$ cat config.mk
export PLATFORM = sky130hd
export DESIGN_NAME = ticket_scheduler_with_transfer
export DESIGN_NICKNAME = d
export VERILOG_FILES = /design/src/design/tsw_pkg.sv /design/src/design/ticket_scheduler_with_transfer.sv /design/src/design/tsw_ram.sv
export SDC_FILE = /design/constraint.sdc
export NUM_CORES = 2
export LEC_CHECK = 0
export BUFFER_PORTS_ARGS = -buffer_cell sky130_fd_sc_hd__clkbuf_2
export CORE_UTILIZATION = 35
export DETAILED_ROUTE_END_ITERATION = 10
export PLACE_DENSITY_LB_ADDON = 0.2
export SYNTH_ARGS = -nofsm -noshare
export SYNTH_HDL_FRONTEND = slang
export SYNTH_SLANG_ARGS = --single-unit
export TNS_END_PERCENT = 10
$ cat constraint.sdc
create_clock -name i_clk -period 24.4 [get_ports i_clk]
set_input_delay 2.44 -clock i_clk [delete_from_list [all_inputs] [get_ports i_clk]]
set_output_delay 2.44 -clock i_clk [all_outputs]
set_load 0.005 [all_outputs]
$ cat src/design/tsw_pkg.sv
// Shared types and constants of the ticket scheduler with ticket transfer.
// No dependencies; used by the top level and the checker.
package tsw_pkg;

    // Sequencer states.
    typedef enum logic [4:0] {
        S_IDLE,
        S_ARR_MUL,
        S_ARR_WR,
        S_TICK,
        S_RUN_CHK,
        S_LEND_RD,
        S_LEND_WR,
        S_BOOST,
        S_DIV,
        S_SCAN,
        S_PICK,
        S_LOCK_CHK,
        S_OWN_CHK,
        S_PARK,
        S_RUN,
        S_FIN,
        S_PUSH_T,
        S_PUSH_S
    } t_state;

    // Status of a table slot.
    typedef enum logic [1:0] {
        ST_READY   = 2'd0,
        ST_RUNNING = 2'd1,
        ST_PARKED  = 2'd2
    } t_status;

    localparam logic        FUNC_ARRIVAL  = 1'b0;
    localparam logic        FUNC_TICK     = 1'b1;
    localparam logic        KIND_SCHED    = 1'b0;
    localparam logic        KIND_TERM     = 1'b1;
    localparam logic [23:0] TICKET_MAX    = 24'hFF_FFFF;
    localparam logic [7:0]  QUANTUM_RESET = 8'd4;
    localparam logic [7:0]  SLICE_MAX     = 8'hFF;

endpackage

$ cat src/design/ticket_scheduler_with_transfer.sv
// Top level of the ticket scheduler with ticket transfer.
// Depends on tsw_pkg and tsw_ram.
//
// Usage:
//   Input stream (i_s_*): tuser selects arrival (0) or tick (1); tdata carries
//   the arriving process. One request is taken at a time: o_s_tready is high
//   only while the sequencer is idle.
//   Output stream (o_m_*): events only on ticks, of kind scheduled (tuser 0)
//   or terminated (tuser 1); tlast marks the last event of a tick. A tick gives
//   zero, one or two events, a termination always first.
//   Configuration (i_cfg_*): one 8-bit quantum register, always ready.
// Sequence:
//   An arrival applies any pending boost and finds a free slot, then writes it.
//   A tick checks the running process, then makes one pass over the slot table
//   per pick through the slot RAM read port, with a division when a boost is
//   recorded, a restore when a lender gets its tickets back and a ticket transfer.
// Reset: synchronous active low; empties the table, frees all locks, clears
//   pending boosts and counters, and sets the quantum to 4.
// Stall: results wait in a two-entry output queue; when it is full the
//   sequencer holds until the receiver takes a result.
module ticket_scheduler_with_transfer #(
    parameter int MAX_PROCS     = 16,
    parameter int MAX_RESOURCES = 16
) (
    input  logic        i_clk,
    input  logic        i_rst_n,
    // Input stream. tdata: proc_id[3:0], run_time[19:4], ticket_count[35:20],
    // has_resource[36], resource_id[40:37], zero fill above.
    input  logic        i_s_tvalid,
    output logic        o_s_tready,
    input  logic [47:0] i_s_tdata,
    // tuser: func[0].
    input  logic        i_s_tuser,
    // Output stream. tdata: event_proc[3:0], event_time[19:4], zero fill above.
    output logic        o_m_tvalid,
    input  logic        i_m_tready,
    output logic [23:0] o_m_tdata,
    // tuser: event_kind[0]. tlast: last_event.
    output logic        o_m_tuser,
    output logic        o_m_tlast,
    // Quantum register write.
    input  logic        i_cfg_valid,
    output logic        o_cfg_ready,
    input  logic [7:0]  i_cfg_data
);

    localparam int PW = $clog2(MAX_PROCS);
    localparam int RW = (MAX_RESOURCES > 1) ? $clog2(MAX_RESOURCES) : 1;

    typedef struct packed {
        logic [3:0]       proc;
        logic [15:0]      remaining;
        logic [23:0]      tickets;
        logic [23:0]      lent;
        logic             lender_v;
        logic [PW-1:0]    lender;
        logic             res_v;
        logic [RW-1:0]    res;
        tsw_pkg::t_status status;
        logic [15:0]      order;
    } t_slot;

    // Control registers.
    tsw_pkg::t_state r_state, n_state;
    logic [7:0]  r_quantum;
    logic [MAX_PROCS-1:0] r_used, n_used;
    logic [MAX_RESOURCES-1:0] r_lock_v, n_lock_v;
    logic [7:0]  r_boost [16];
    logic [7:0]  n_boost [16];
    logic        r_run_v, n_run_v;
    logic [PW-1:0] r_run, n_run;
    logic [7:0]  r_slice, n_slice;
    logic [15:0] r_tick, n_tick;
    logic [15:0] r_order, n_order;
    logic        r_term_pend, n_term_pend;
    logic        r_sched_v, n_sched_v;
    logic [PW:0] r_idx, n_idx;
    logic        r_chk_v, n_chk_v;
    logic        r_best_v, n_best_v;
    logic [3:0]  r_div_cnt, n_div_cnt;

    // Payload registers.
    logic [3:0]  r_in_proc;
    logic [15:0] r_in_run;
    logic [15:0] r_in_tickets;
    logic        r_in_res_v;
    logic [RW-1:0] r_in_res;
    logic [23:0] r_prod, n_prod;
    logic [PW-1:0] r_free, n_free;
    t_slot       r_cur, n_cur;
    logic [3:0]  r_term_proc, n_term_proc;
    logic [3:0]  r_sched_proc, n_sched_proc;
    logic [PW-1:0] r_lidx, n_lidx;
    logic [23:0] r_lent, n_lent;
    logic [PW-1:0] r_chk_idx, n_chk_idx;
    logic [PW-1:0] r_best_idx, n_best_idx;
    t_slot       r_best, n_best;
    logic [PW-1:0] r_owner, n_owner;
    logic [7:0]  r_div_rem, n_div_rem;
    logic [7:0]  r_div_num, n_div_num;
    logic [7:0]  r_div_d, n_div_d;
    logic [3:0]  r_boost_id, n_boost_id;

    // Output queue.
    logic        r_q_kind [2];
    logic [3:0]  r_q_proc [2];
    logic [15:0] r_q_time [2];
    logic        r_q_last [2];
    logic        r_q_wp, r_q_rp;
    logic [1:0]  r_q_cnt;
    logic        push_v, push_kind, push_last;
    logic [3:0]  push_proc;
    logic        pop_v;

    // Memory ports.
    logic          slot_we;
    logic [PW-1:0] slot_waddr, slot_raddr;
    t_slot         slot_wdata, slot_rdata;
    logic          lock_we;
    logic [RW-1:0] lock_waddr, lock_raddr;
    logic [PW-1:0] lock_wdata, lock_rdata;

    // Helper values.
    logic        s_accept;
    logic        free_found;
    logic [PW-1:0] free_idx;
    logic [7:0]  boost_sel;
    logic [23:0] mul_out;
    logic [15:0] age_new, age_best;
    logic        better;
    logic [24:0] ticket_sum;
    logic [8:0]  div_trial;
    logic        div_ge;
    t_slot       rec;

    tsw_ram #(.WIDTH($bits(t_slot)), .DEPTH(MAX_PROCS)) u_slot_ram (
        .i_clk   (i_clk),
        .i_we    (slot_we),
        .i_waddr (slot_waddr),
        .i_wdata (slot_wdata),
        .i_raddr (slot_raddr),
        .o_rdata (slot_rdata)
    );

    tsw_ram #(.WIDTH(PW), .DEPTH(MAX_RESOURCES)) u_lock_ram (
        .i_clk   (i_clk),
        .i_we    (lock_we),
        .i_waddr (lock_waddr),
        .i_wdata (lock_wdata),
        .i_raddr (lock_raddr),
        .o_rdata (lock_rdata)
    );

    assign o_s_tready  = (r_state == tsw_pkg::S_IDLE);
    assign s_accept    = i_s_tvalid && o_s_tready;
    assign o_cfg_ready = 1'b1;

    assign o_m_tvalid = (r_q_cnt != 2'd0);
    assign o_m_tdata  = {4'd0, r_q_time[r_q_rp], r_q_proc[r_q_rp]};
    assign o_m_tuser  = r_q_kind[r_q_rp];
    assign o_m_tlast  = r_q_last[r_q_rp];
    assign pop_v      = o_m_tvalid && i_m_tready;

    // First free slot in the table.
    always_comb begin
        free_found = 1'b0;
        free_idx   = '0;
        for (int i = MAX_PROCS - 1; i >= 0; i--) begin
            if (!r_used[i]) begin
                free_found = 1'b1;
                free_idx   = PW'(i);
            end
        end
    end

    assign boost_sel  = r_boost[r_boost_id];
    assign mul_out    = 24'(r_in_tickets) * 24'(boost_sel);
    assign rec        = slot_rdata;
    assign age_new    = r_order - rec.order;
    assign age_best   = r_order - r_best.order;
    assign better     = !r_best_v || (rec.tickets > r_best.tickets) ||
                        ((rec.tickets == r_best.tickets) && (age_new > age_best));
    assign ticket_sum = {1'b0, rec.tickets} + {1'b0, r_best.tickets};
    assign div_trial  = {r_div_rem, r_div_num[7]};
    assign div_ge     = (div_trial >= {1'b0, r_div_d});

    // Sequencer: next state, memory accesses and result pushes.
    always_comb begin
        n_state      = r_state;
        n_used       = r_used;
        n_lock_v     = r_lock_v;
        n_boost      = r_boost;
        n_run_v      = r_run_v;
        n_run        = r_run;
        n_slice      = r_slice;
        n_tick       = r_tick;
        n_order      = r_order;
        n_term_pend  = r_term_pend;
        n_sched_v    = r_sched_v;
        n_idx        = r_idx;
        n_chk_v      = r_chk_v;
        n_best_v     = r_best_v;
        n_div_cnt    = r_div_cnt;
        n_prod       = r_prod;
        n_free       = r_free;
        n_cur        = r_cur;
        n_term_proc  = r_term_proc;
        n_sched_proc = r_sched_proc;
        n_lidx       = r_lidx;
        n_lent       = r_lent;
        n_chk_idx    = r_chk_idx;
        n_best_idx   = r_best_idx;
        n_best       = r_best;
        n_owner      = r_owner;
        n_div_rem    = r_div_rem;
        n_div_num    = r_div_num;
        n_div_d      = r_div_d;
        n_boost_id   = r_boost_id;
        slot_we      = 1'b0;
        slot_waddr   = r_run;
        slot_wdata   = r_cur;
        slot_raddr   = r_run;
        lock_we      = 1'b0;
        lock_waddr   = r_best.res;
        lock_wdata   = r_best_idx;
        lock_raddr   = r_best.res;
        push_v       = 1'b0;
        push_kind    = tsw_pkg::KIND_SCHED;
        push_proc    = r_sched_proc;
        push_last    = 1'b1;

        unique case (r_state)
            tsw_pkg::S_IDLE: begin
                if (s_accept) begin
                    n_boost_id = i_s_tdata[3:0];
                    n_state    = (i_s_tuser == tsw_pkg::FUNC_ARRIVAL) ?
                                 tsw_pkg::S_ARR_MUL : tsw_pkg::S_TICK;
                end
            end

            // Apply a pending boost and find a free slot.
            tsw_pkg::S_ARR_MUL: begin
                n_prod  = (boost_sel != 8'd0) ? mul_out : 24'(r_in_tickets);
                n_free  = free_idx;
                n_state = free_found ? tsw_pkg::S_ARR_WR : tsw_pkg::S_IDLE;
            end

            tsw_pkg::S_ARR_WR: begin
                slot_we              = 1'b1;
                slot_waddr           = r_free;
                slot_wdata.proc      = r_in_proc;
                slot_wdata.remaining = r_in_run;
                slot_wdata.tickets   = r_prod;
                slot_wdata.lent      = 24'd0;
                slot_wdata.lender_v  = 1'b0;
                slot_wdata.lender    = '0;
                slot_wdata.res_v     = r_in_res_v;
                slot_wdata.res       = r_in_res;
                slot_wdata.status    = tsw_pkg::ST_READY;
                slot_wdata.order     = r_order;
                n_used[r_free]       = 1'b1;
                n_boost[r_in_proc]   = 8'd0;
                n_order              = r_order + 16'd1;
                n_state              = tsw_pkg::S_IDLE;
            end

            tsw_pkg::S_TICK: begin
                n_term_pend = 1'b0;
                n_sched_v   = 1'b0;
                slot_raddr  = r_run;
                n_state     = r_run_v ? tsw_pkg::S_RUN_CHK : tsw_pkg::S_SCAN;
            end

            // Running process: terminate, preempt or keep running.
            tsw_pkg::S_RUN_CHK: begin
                n_cur = rec;
                if (rec.remaining == 16'd0) begin
                    n_term_pend  = 1'b1;
                    n_term_proc  = rec.proc;
                    n_used[r_run] = 1'b0;
                    n_run_v      = 1'b0;
                    n_boost_id   = rec.proc;
                    n_lidx       = rec.lender;
                    n_lent       = rec.lent;
                    n_state      = tsw_pkg::S_BOOST;
                    if (rec.res_v) begin
                        n_lock_v[rec.res] = 1'b0;
                        if (rec.lender_v && r_used[rec.lender]) begin
                            n_state = tsw_pkg::S_LEND_RD;
                        end
                    end
                end else if (r_slice == r_quantum) begin
                    slot_we           = 1'b1;
                    slot_waddr        = r_run;
                    slot_wdata        = rec;
                    slot_wdata.status = tsw_pkg::ST_READY;
                    slot_wdata.order  = r_order;
                    n_order           = r_order + 16'd1;
                    n_run_v           = 1'b0;
                    n_state           = tsw_pkg::S_SCAN;
                end else begin
                    n_state = tsw_pkg::S_FIN;
                end
            end

            tsw_pkg::S_LEND_RD: begin
                slot_raddr = r_lidx;
                n_state    = tsw_pkg::S_LEND_WR;
            end

            // The lender gets its tickets back and rejoins the queue.
            tsw_pkg::S_LEND_WR: begin
                slot_we            = 1'b1;
                slot_waddr         = r_lidx;
                slot_wdata         = rec;
                slot_wdata.tickets = r_lent;
                slot_wdata.status  = tsw_pkg::ST_READY;
                slot_wdata.order   = r_order;
                n_order            = r_order + 16'd1;
                n_state            = tsw_pkg::S_BOOST;
            end

            // Early finish records quantum / slice as a boost.
            tsw_pkg::S_BOOST: begin
                if ((r_slice < r_quantum) && (r_slice != 8'd0) && (boost_sel == 8'd0)) begin
                    n_div_rem = 8'd0;
                    n_div_num = r_quantum;
                    n_div_d   = r_slice;
                    n_div_cnt = 4'd0;
                    n_state   = tsw_pkg::S_DIV;
                end else begin
                    n_state = tsw_pkg::S_SCAN;
                end
            end

            // One restoring-division bit per cycle.
            tsw_pkg::S_DIV: begin
                n_div_rem = div_ge ? 8'(div_trial - {1'b0, r_div_d}) : div_trial[7:0];
                n_div_num = {r_div_num[6:0], div_ge};
                n_div_cnt = r_div_cnt + 4'd1;
                if (r_div_cnt == 4'd7) begin
                    n_boost[r_boost_id] = {r_div_num[6:0], div_ge};
                    n_state             = tsw_pkg::S_SCAN;
                end
            end

            // Pipelined pass over the slot table for the best ready process.
            tsw_pkg::S_SCAN: begin
                slot_raddr = r_idx[PW-1:0];
                if (r_idx < (PW + 1)'(MAX_PROCS)) begin
                    n_chk_v   = 1'b1;
                    n_chk_idx = r_idx[PW-1:0];
                    n_idx     = r_idx + (PW + 1)'(1);
                end else begin
                    n_chk_v = 1'b0;
                end
                if (r_chk_v) begin
                    if (r_used[r_chk_idx] && (rec.status == tsw_pkg::ST_READY) && better) begin
                        n_best_v   = 1'b1;
                        n_best     = rec;
                        n_best_idx = r_chk_idx;
                    end
                    if (r_chk_idx == PW'(MAX_PROCS - 1)) begin
                        n_state = tsw_pkg::S_PICK;
                    end
                end
            end

            tsw_pkg::S_PICK: begin
                lock_raddr = r_best.res;
                if (!r_best_v) begin
                    n_state = tsw_pkg::S_FIN;
                end else if (r_best.res_v) begin
                    n_state = tsw_pkg::S_LOCK_CHK;
                end else begin
                    n_state = tsw_pkg::S_RUN;
                end
            end

            // Free lock is taken; a held lock needs the owner's record.
            tsw_pkg::S_LOCK_CHK: begin
                if (r_lock_v[r_best.res]) begin
                    n_owner    = lock_rdata;
                    slot_raddr = lock_rdata;
                    n_state    = tsw_pkg::S_OWN_CHK;
                end else begin
                    lock_we              = 1'b1;
                    n_lock_v[r_best.res] = 1'b1;
                    n_state              = tsw_pkg::S_RUN;
                end
            end

            // Transfer tickets to an owner with another id.
            tsw_pkg::S_OWN_CHK: begin
                if (rec.proc != r_best.proc) begin
                    slot_we             = 1'b1;
                    slot_waddr          = r_owner;
                    slot_wdata          = rec;
                    slot_wdata.tickets  = ticket_sum[24] ? tsw_pkg::TICKET_MAX :
                                          ticket_sum[23:0];
                    slot_wdata.lent     = r_best.tickets;
                    slot_wdata.lender_v = 1'b1;
                    slot_wdata.lender   = r_best_idx;
                    n_state             = tsw_pkg::S_PARK;
                end else begin
                    n_state = tsw_pkg::S_RUN;
                end
            end

            tsw_pkg::S_PARK: begin
                slot_we            = 1'b1;
                slot_waddr         = r_best_idx;
                slot_wdata         = r_best;
                slot_wdata.tickets = 24'd0;
                slot_wdata.status  = tsw_pkg::ST_PARKED;
                n_state            = tsw_pkg::S_SCAN;
            end

            tsw_pkg::S_RUN: begin
                n_run_v      = 1'b1;
                n_run        = r_best_idx;
                n_slice      = 8'd0;
                n_cur        = r_best;
                n_cur.status = tsw_pkg::ST_RUNNING;
                n_sched_v    = 1'b1;
                n_sched_proc = r_best.proc;
                n_state      = tsw_pkg::S_FIN;
            end

            // Charge one tick to the running process.
            tsw_pkg::S_FIN: begin
                if (r_run_v) begin
                    slot_we    = 1'b1;
                    slot_waddr = r_run;
                    slot_wdata = r_cur;
                    if (r_cur.remaining != 16'd0) begin
                        slot_wdata.remaining = r_cur.remaining - 16'd1;
                    end
                    if (r_slice != tsw_pkg::SLICE_MAX) begin
                        n_slice = r_slice + 8'd1;
                    end
                end
                n_state = tsw_pkg::S_PUSH_T;
            end

            tsw_pkg::S_PUSH_T: begin
                if (!r_term_pend) begin
                    n_state = tsw_pkg::S_PUSH_S;
                end else if ((r_q_cnt != 2'd2) || pop_v) begin
                    push_v    = 1'b1;
                    push_kind = tsw_pkg::KIND_TERM;
                    push_proc = r_term_proc;
                    push_last = !r_sched_v;
                    n_state   = tsw_pkg::S_PUSH_S;
                end
            end

            tsw_pkg::S_PUSH_S: begin
                if (!r_sched_v) begin
                    n_tick  = r_tick + 16'd1;
                    n_state = tsw_pkg::S_IDLE;
                end else if ((r_q_cnt != 2'd2) || pop_v) begin
                    push_v  = 1'b1;
                    n_tick  = r_tick + 16'd1;
                    n_state = tsw_pkg::S_IDLE;
                end
            end

            default: begin
                n_state = tsw_pkg::S_IDLE;
            end
        endcase

        // A fresh table pass starts with an empty choice.
        if ((n_state == tsw_pkg::S_SCAN) && (r_state != tsw_pkg::S_SCAN)) begin
            n_idx    = '0;
            n_chk_v  = 1'b0;
            n_best_v = 1'b0;
        end
    end

    // Control state.
    always_ff @(posedge i_clk) begin
        if (!i_rst_n) begin
            r_state     <= tsw_pkg::S_IDLE;
            r_quantum   <= tsw_pkg::QUANTUM_RESET;
            r_used      <= '0;
            r_lock_v    <= '0;
            for (int i = 0; i < 16; i++) begin
                r_boost[i] <= 8'd0;
            end
            r_run_v     <= 1'b0;
            r_run       <= '0;
            r_slice     <= 8'd0;
            r_tick      <= 16'd0;
            r_order     <= 16'd0;
            r_term_pend <= 1'b0;
            r_sched_v   <= 1'b0;
            r_idx       <= '0;
            r_chk_v     <= 1'b0;
            r_best_v    <= 1'b0;
            r_div_cnt   <= 4'd0;
        end else begin
            r_state     <= n_state;
            if (i_cfg_valid && o_cfg_ready) begin
                r_quantum <= i_cfg_data;
            end
            r_used      <= n_used;
            r_lock_v    <= n_lock_v;
            r_boost     <= n_boost;
            r_run_v     <= n_run_v;
            r_run       <= n_run;
            r_slice     <= n_slice;
            r_tick      <= n_tick;
            r_order     <= n_order;
            r_term_pend <= n_term_pend;
            r_sched_v   <= n_sched_v;
            r_idx       <= n_idx;
            r_chk_v     <= n_chk_v;
            r_best_v    <= n_best_v;
            r_div_cnt   <= n_div_cnt;
        end
    end

    // Payload registers.
    always_ff @(posedge i_clk) begin
        if (s_accept) begin
            r_in_proc    <= i_s_tdata[3:0];
            r_in_run     <= i_s_tdata[19:4];
            r_in_tickets <= i_s_tdata[35:20];
            r_in_res_v   <= i_s_tdata[36] &&
                            ({28'd0, i_s_tdata[40:37]} < 32'(MAX_RESOURCES));
            r_in_res     <= RW'(i_s_tdata[40:37]);
        end
        r_prod       <= n_prod;
        r_free       <= n_free;
        r_cur        <= n_cur;
        r_term_proc  <= n_term_proc;
        r_sched_proc <= n_sched_proc;
        r_lidx       <= n_lidx;
        r_lent       <= n_lent;
        r_chk_idx    <= n_chk_idx;
        r_best_idx   <= n_best_idx;
        r_best       <= n_best;
        r_owner      <= n_owner;
        r_div_rem    <= n_div_rem;
        r_div_num    <= n_div_num;
        r_div_d      <= n_div_d;
        r_boost_id   <= n_boost_id;
    end

    // Output queue pointers.
    always_ff @(posedge i_clk) begin
        if (!i_rst_n) begin
            r_q_wp  <= 1'b0;
            r_q_rp  <= 1'b0;
            r_q_cnt <= 2'd0;
        end else begin
            if (push_v) begin
                r_q_wp <= !r_q_wp;
            end
            if (pop_v) begin
                r_q_rp <= !r_q_rp;
            end
            r_q_cnt <= r_q_cnt + 2'(push_v) - 2'(pop_v);
        end
    end

    // Output queue entries.
    always_ff @(posedge i_clk) begin
        if (push_v) begin
            r_q_kind[r_q_wp] <= push_kind;
            r_q_proc[r_q_wp] <= push_proc;
            r_q_time[r_q_wp] <= r_tick;
            r_q_last[r_q_wp] <= push_last;
        end
    end

endmodule

$ cat src/design/tsw_ram.sv
// Generic single-port-write, single-port-read RAM with registered read data.
// No dependencies; holds the slot table and the lock owner table.
module tsw_ram #(
    parameter int WIDTH = 8,
    parameter int DEPTH = 16
) (
    input  logic                                    i_clk,
    input  logic                                    i_we,
    input  logic [((DEPTH > 1) ? $clog2(DEPTH) : 1)-1:0] i_waddr,
    input  logic [WIDTH-1:0]                        i_wdata,
    input  logic [((DEPTH > 1) ? $clog2(DEPTH) : 1)-1:0] i_raddr,
    output logic [WIDTH-1:0]                        o_rdata
);

    logic [WIDTH-1:0] r_mem [DEPTH];

    // Write port and registered read port.
    always_ff @(posedge i_clk) begin
        if (i_we) begin
            r_mem[i_waddr] <= i_wdata;
        end
        o_rdata <= r_mem[i_raddr];
    end

endmodule

==> results.md <==
* Final TNS setup at 0 ns
* Core area at 282000 µm²
* Setup WS post-layout at 16.41 ns
* Ys async rst share at 0%
* Crit path buf inv count at 5
* Crit path from: r_boost_id[0]
* Sequential area share after synthesis at 66.7%
* Sink Count at 2315
* Drt drc at 0
* Worst EP arrival at 8.64 ns
* Vias in the first global route at 61316
* Port bufs at 78
* R2r setup slk at 16.41 ns
* First-pass GRT wire length at 419000 µm
* Lkg Pwr at 40.8 nW
* Die area at 285000 µm²
* Warning count from the yosys run at 0
* FF-to-FF Start: r_boost_id[0]
* Number of synthesized register bits at 2315
* Detailed Routing Iterations Pass 1 at 9
* Hold Path Depth at 2
* RR Endpoint: r_prod[22]
* # Post-CTS Setup Buffers at 0
* Crit path max fanout at 39
* Commonest non-fill, non-tap cell in the layout: edfxtp_1
* Fillcell total at 26386
* Clk_skew at 0.0767 ns
* Chip width at 534 µm
* Post-Synthesis Cells at 7408
* Max incr delay on CP at 1.05 ns
* Register Area at 66200 µm²
* Post-synth EDFFs at 1979
* Largest net degree at the start of global routing at 143
* CTS Hold Bufs at 0
* Die Y at 534 µm
* Slew Limit Fails at 0
* Routed vias/inst at 5.50
* Main synth FF type: edfxtp_1
* Mapped Area at 99200 µm²
* CTS H-tree depth at 4
* Avg Inst Size Synth at 13.4 µm²
* Initial Utilization at 35.2%
* Final setup vio count at 0
* CTS root buffer: clkbuf_16
* Via count at 62519
* Crit path launch type: flop
* Final min period at 7.99 ns
* Post-route clock period utilization at 32.8%
* Clock-pin slew on the worst setup and hold paths at 0.06 ns
* Worst-skew pair later-pin latency at 0.92 ns
* Reg2reg path depth at 21
* Fmax at 125 MHz
* Slowest cell on crit path: a2111oi_0
* RSZ-0062 raised after global routing: false
* Crit. End Element: flop
* Layout cell share with drive strength beyond 1 at 9.70%
* Cts repair resizes at 0
* Remaining global-route overflow at 0
* CTS tree: yes
* DR WL/cell at 25.2 µm
* Most frequent cells in the layout: 1979 x edfxtp_1, 1102 x nand2_1, 516 x a21oi_1, 423 x a22oi_1, 336 x dfxtp_1
* Crit path max-delay family: compound AO/OA/AOI/OAI gates
* Hold Path End: r_term_pend
* Final GP Congestion at 0.817
* Synth-to-Final Area Change at 12.5%
* Hold Path Origin: r_term_pend
* Max capacitance violation total at 0
* Multi-input logic area at 30600 µm²
* ANT nets after route at 0
* Status: finished clean
* Nets at 7726
* FP Rows at 195
* Initial antenna violation count at 12
* Crit-path cells: buf_4 -> mux4_2 -> mux4_2 -> and2_1 -> fa_1 -> inv_1 -> fa_1 -> inv_1 -> fa_1 -> inv_1 -> fa_1 -> inv_1 -> ha_1 -> o21a_1 -> o21a_1 -> a2111oi_0 -> o31ai_1 -> a211oi_1 -> o21ai_0 -> xnor2_1 -> a21oi_1
* Final wirelength at 286000 µm
* Pwr/cell area at 75.2 nW/µm²
* Total GRT Usage at 19.6%
* Synth cell types at 81
* Clk buf depth at 4
* Crit Path Class: flop to flop
* Post-place setup slack at 16.30 ns
* Slew headroom at 15.0%
* Req. time, crit path at 25.05 ns
* Final hold vios at 0
* Post-DP HPWL at 158000 µm
* Worst Hold Class: flop to flop
* Max rail drop VDD at 0.0577 mV
* Num ports at 91
* CTS Buf Count at 242
* Initial DRC Count at 6493
* Actual slew at the worst max-slew pin at 1.27 ns
==> tightest hold or removal path: stages (launching register included) <==
cell      delay, ns
dfxtp_1        0.31
nand2_1        0.05
a21boi_0       0.07
==> per-layer routing <==
metal | GRT usage [%] | share of wire, % | routed length, µm | vias to the layer above
met4 | 5.17 | 2.4 | 6910 | 0
met3 | 2.39 | 5.9 | 16800 | 401
met2 | 32.3 | 47 | 135000 | 2083
li1 | - | - | - | 27945
met1 | 27.3 | 44 | 127000 | 32090
met5 | 0 | 0 | 0 | -
==> metrics by stage <==
step / power (mW) / cells / hold slack [ns] / utilization (%) / area [µm²]
finish: 8.39 / 11358 / 0.475 / 39.6 / 112000
global route: 8.64 / 11356 / 0.485 / 39.6 / 112000
CTS: 8.47 / 11353 / 0.473 / 39.6 / 112000
detailed placement: 4.81 / 10910 / 0.464 / 36.8 / 104000
global placement: 4.80 / 10910 / 0.453 / 36.8 / 104000
floorplan: 4.66 / 7411 / 0.409 / - / 99200
==> state kept, by name, indices dropped and copies added, names as in the netlist, 24 cells and up, named ones only <==
signal / flops
r_cur: 96
r_q_time: 32
u_slot_ram.o_rdata: 96
r_best: 90
u_lock_ram.r_mem: 64
u_slot_ram.r_mem: 1536
r_lent: 24
r_boost: 128
r_prod: 24
==> Yosys cell counts (all sizes together), types with 163 or more instances <==
library cell  count  area share (%)
nor2            183            0.69
a22oi           423             3.2
ha              163             2.1
clkbuf          279             1.1
mux2i           299             3.0
nor2b           169             1.1
dfxtp           336             6.8
inv             223            0.84
edfxtp         1979              60
a21oi           517             2.6
nand2          1105             4.2
o21ai           293             1.5
==> cells by family after synthesis <==
group	after synthesis	synth area share (%)
flip-flops	2315	66.7
AO/OA/AOI/OAI	1712	11.7
buffers and inverters	664	2.77
other	2	0.00757
XOR/XNOR	108	0.954
adder cells (fa/ha/maj)	251	3.83
AND/OR/NAND/NOR	1953	8.99
multiplexers	403	5.02
==> how the worst max path moves through the flow <==
stage               cells past startpoint            end  slack, ns
floorplan                              19  lock_raddr[0]      15.61
global placement                       21     r_prod[22]      16.41
detailed placement                     21     r_prod[22]      16.30
CTS                                    21     r_prod[22]      16.33
global route                           21     r_prod[22]      15.98
finish                                 21     r_prod[22]      16.41
==> where the power goes <==
group / leakage [nW] / total [mW] / internal (mW) / switching, mW
combinational: 16.3 / 0.310 / 0.100 / 0.210
clock: 3.85 / 3.67 / 2.12 / 1.54
sequential: 20.6 / 4.41 / 4.36 / 0.0546
==> area by class of cell <==
cell class	instances	share of cell area (%)
Timing Repair Buffer	199	1.28
Clock buffer	332	6.08
Sequential cell	2315	59.3
Inverter	223	0.751
Multi-Input combinational cell	4432	27.5
Antenna cell	3	0.00673
Clock inverter	111	0.956
Tap cell	3743	4.20
No activity file was read; power rests on OpenSTA's default activity.
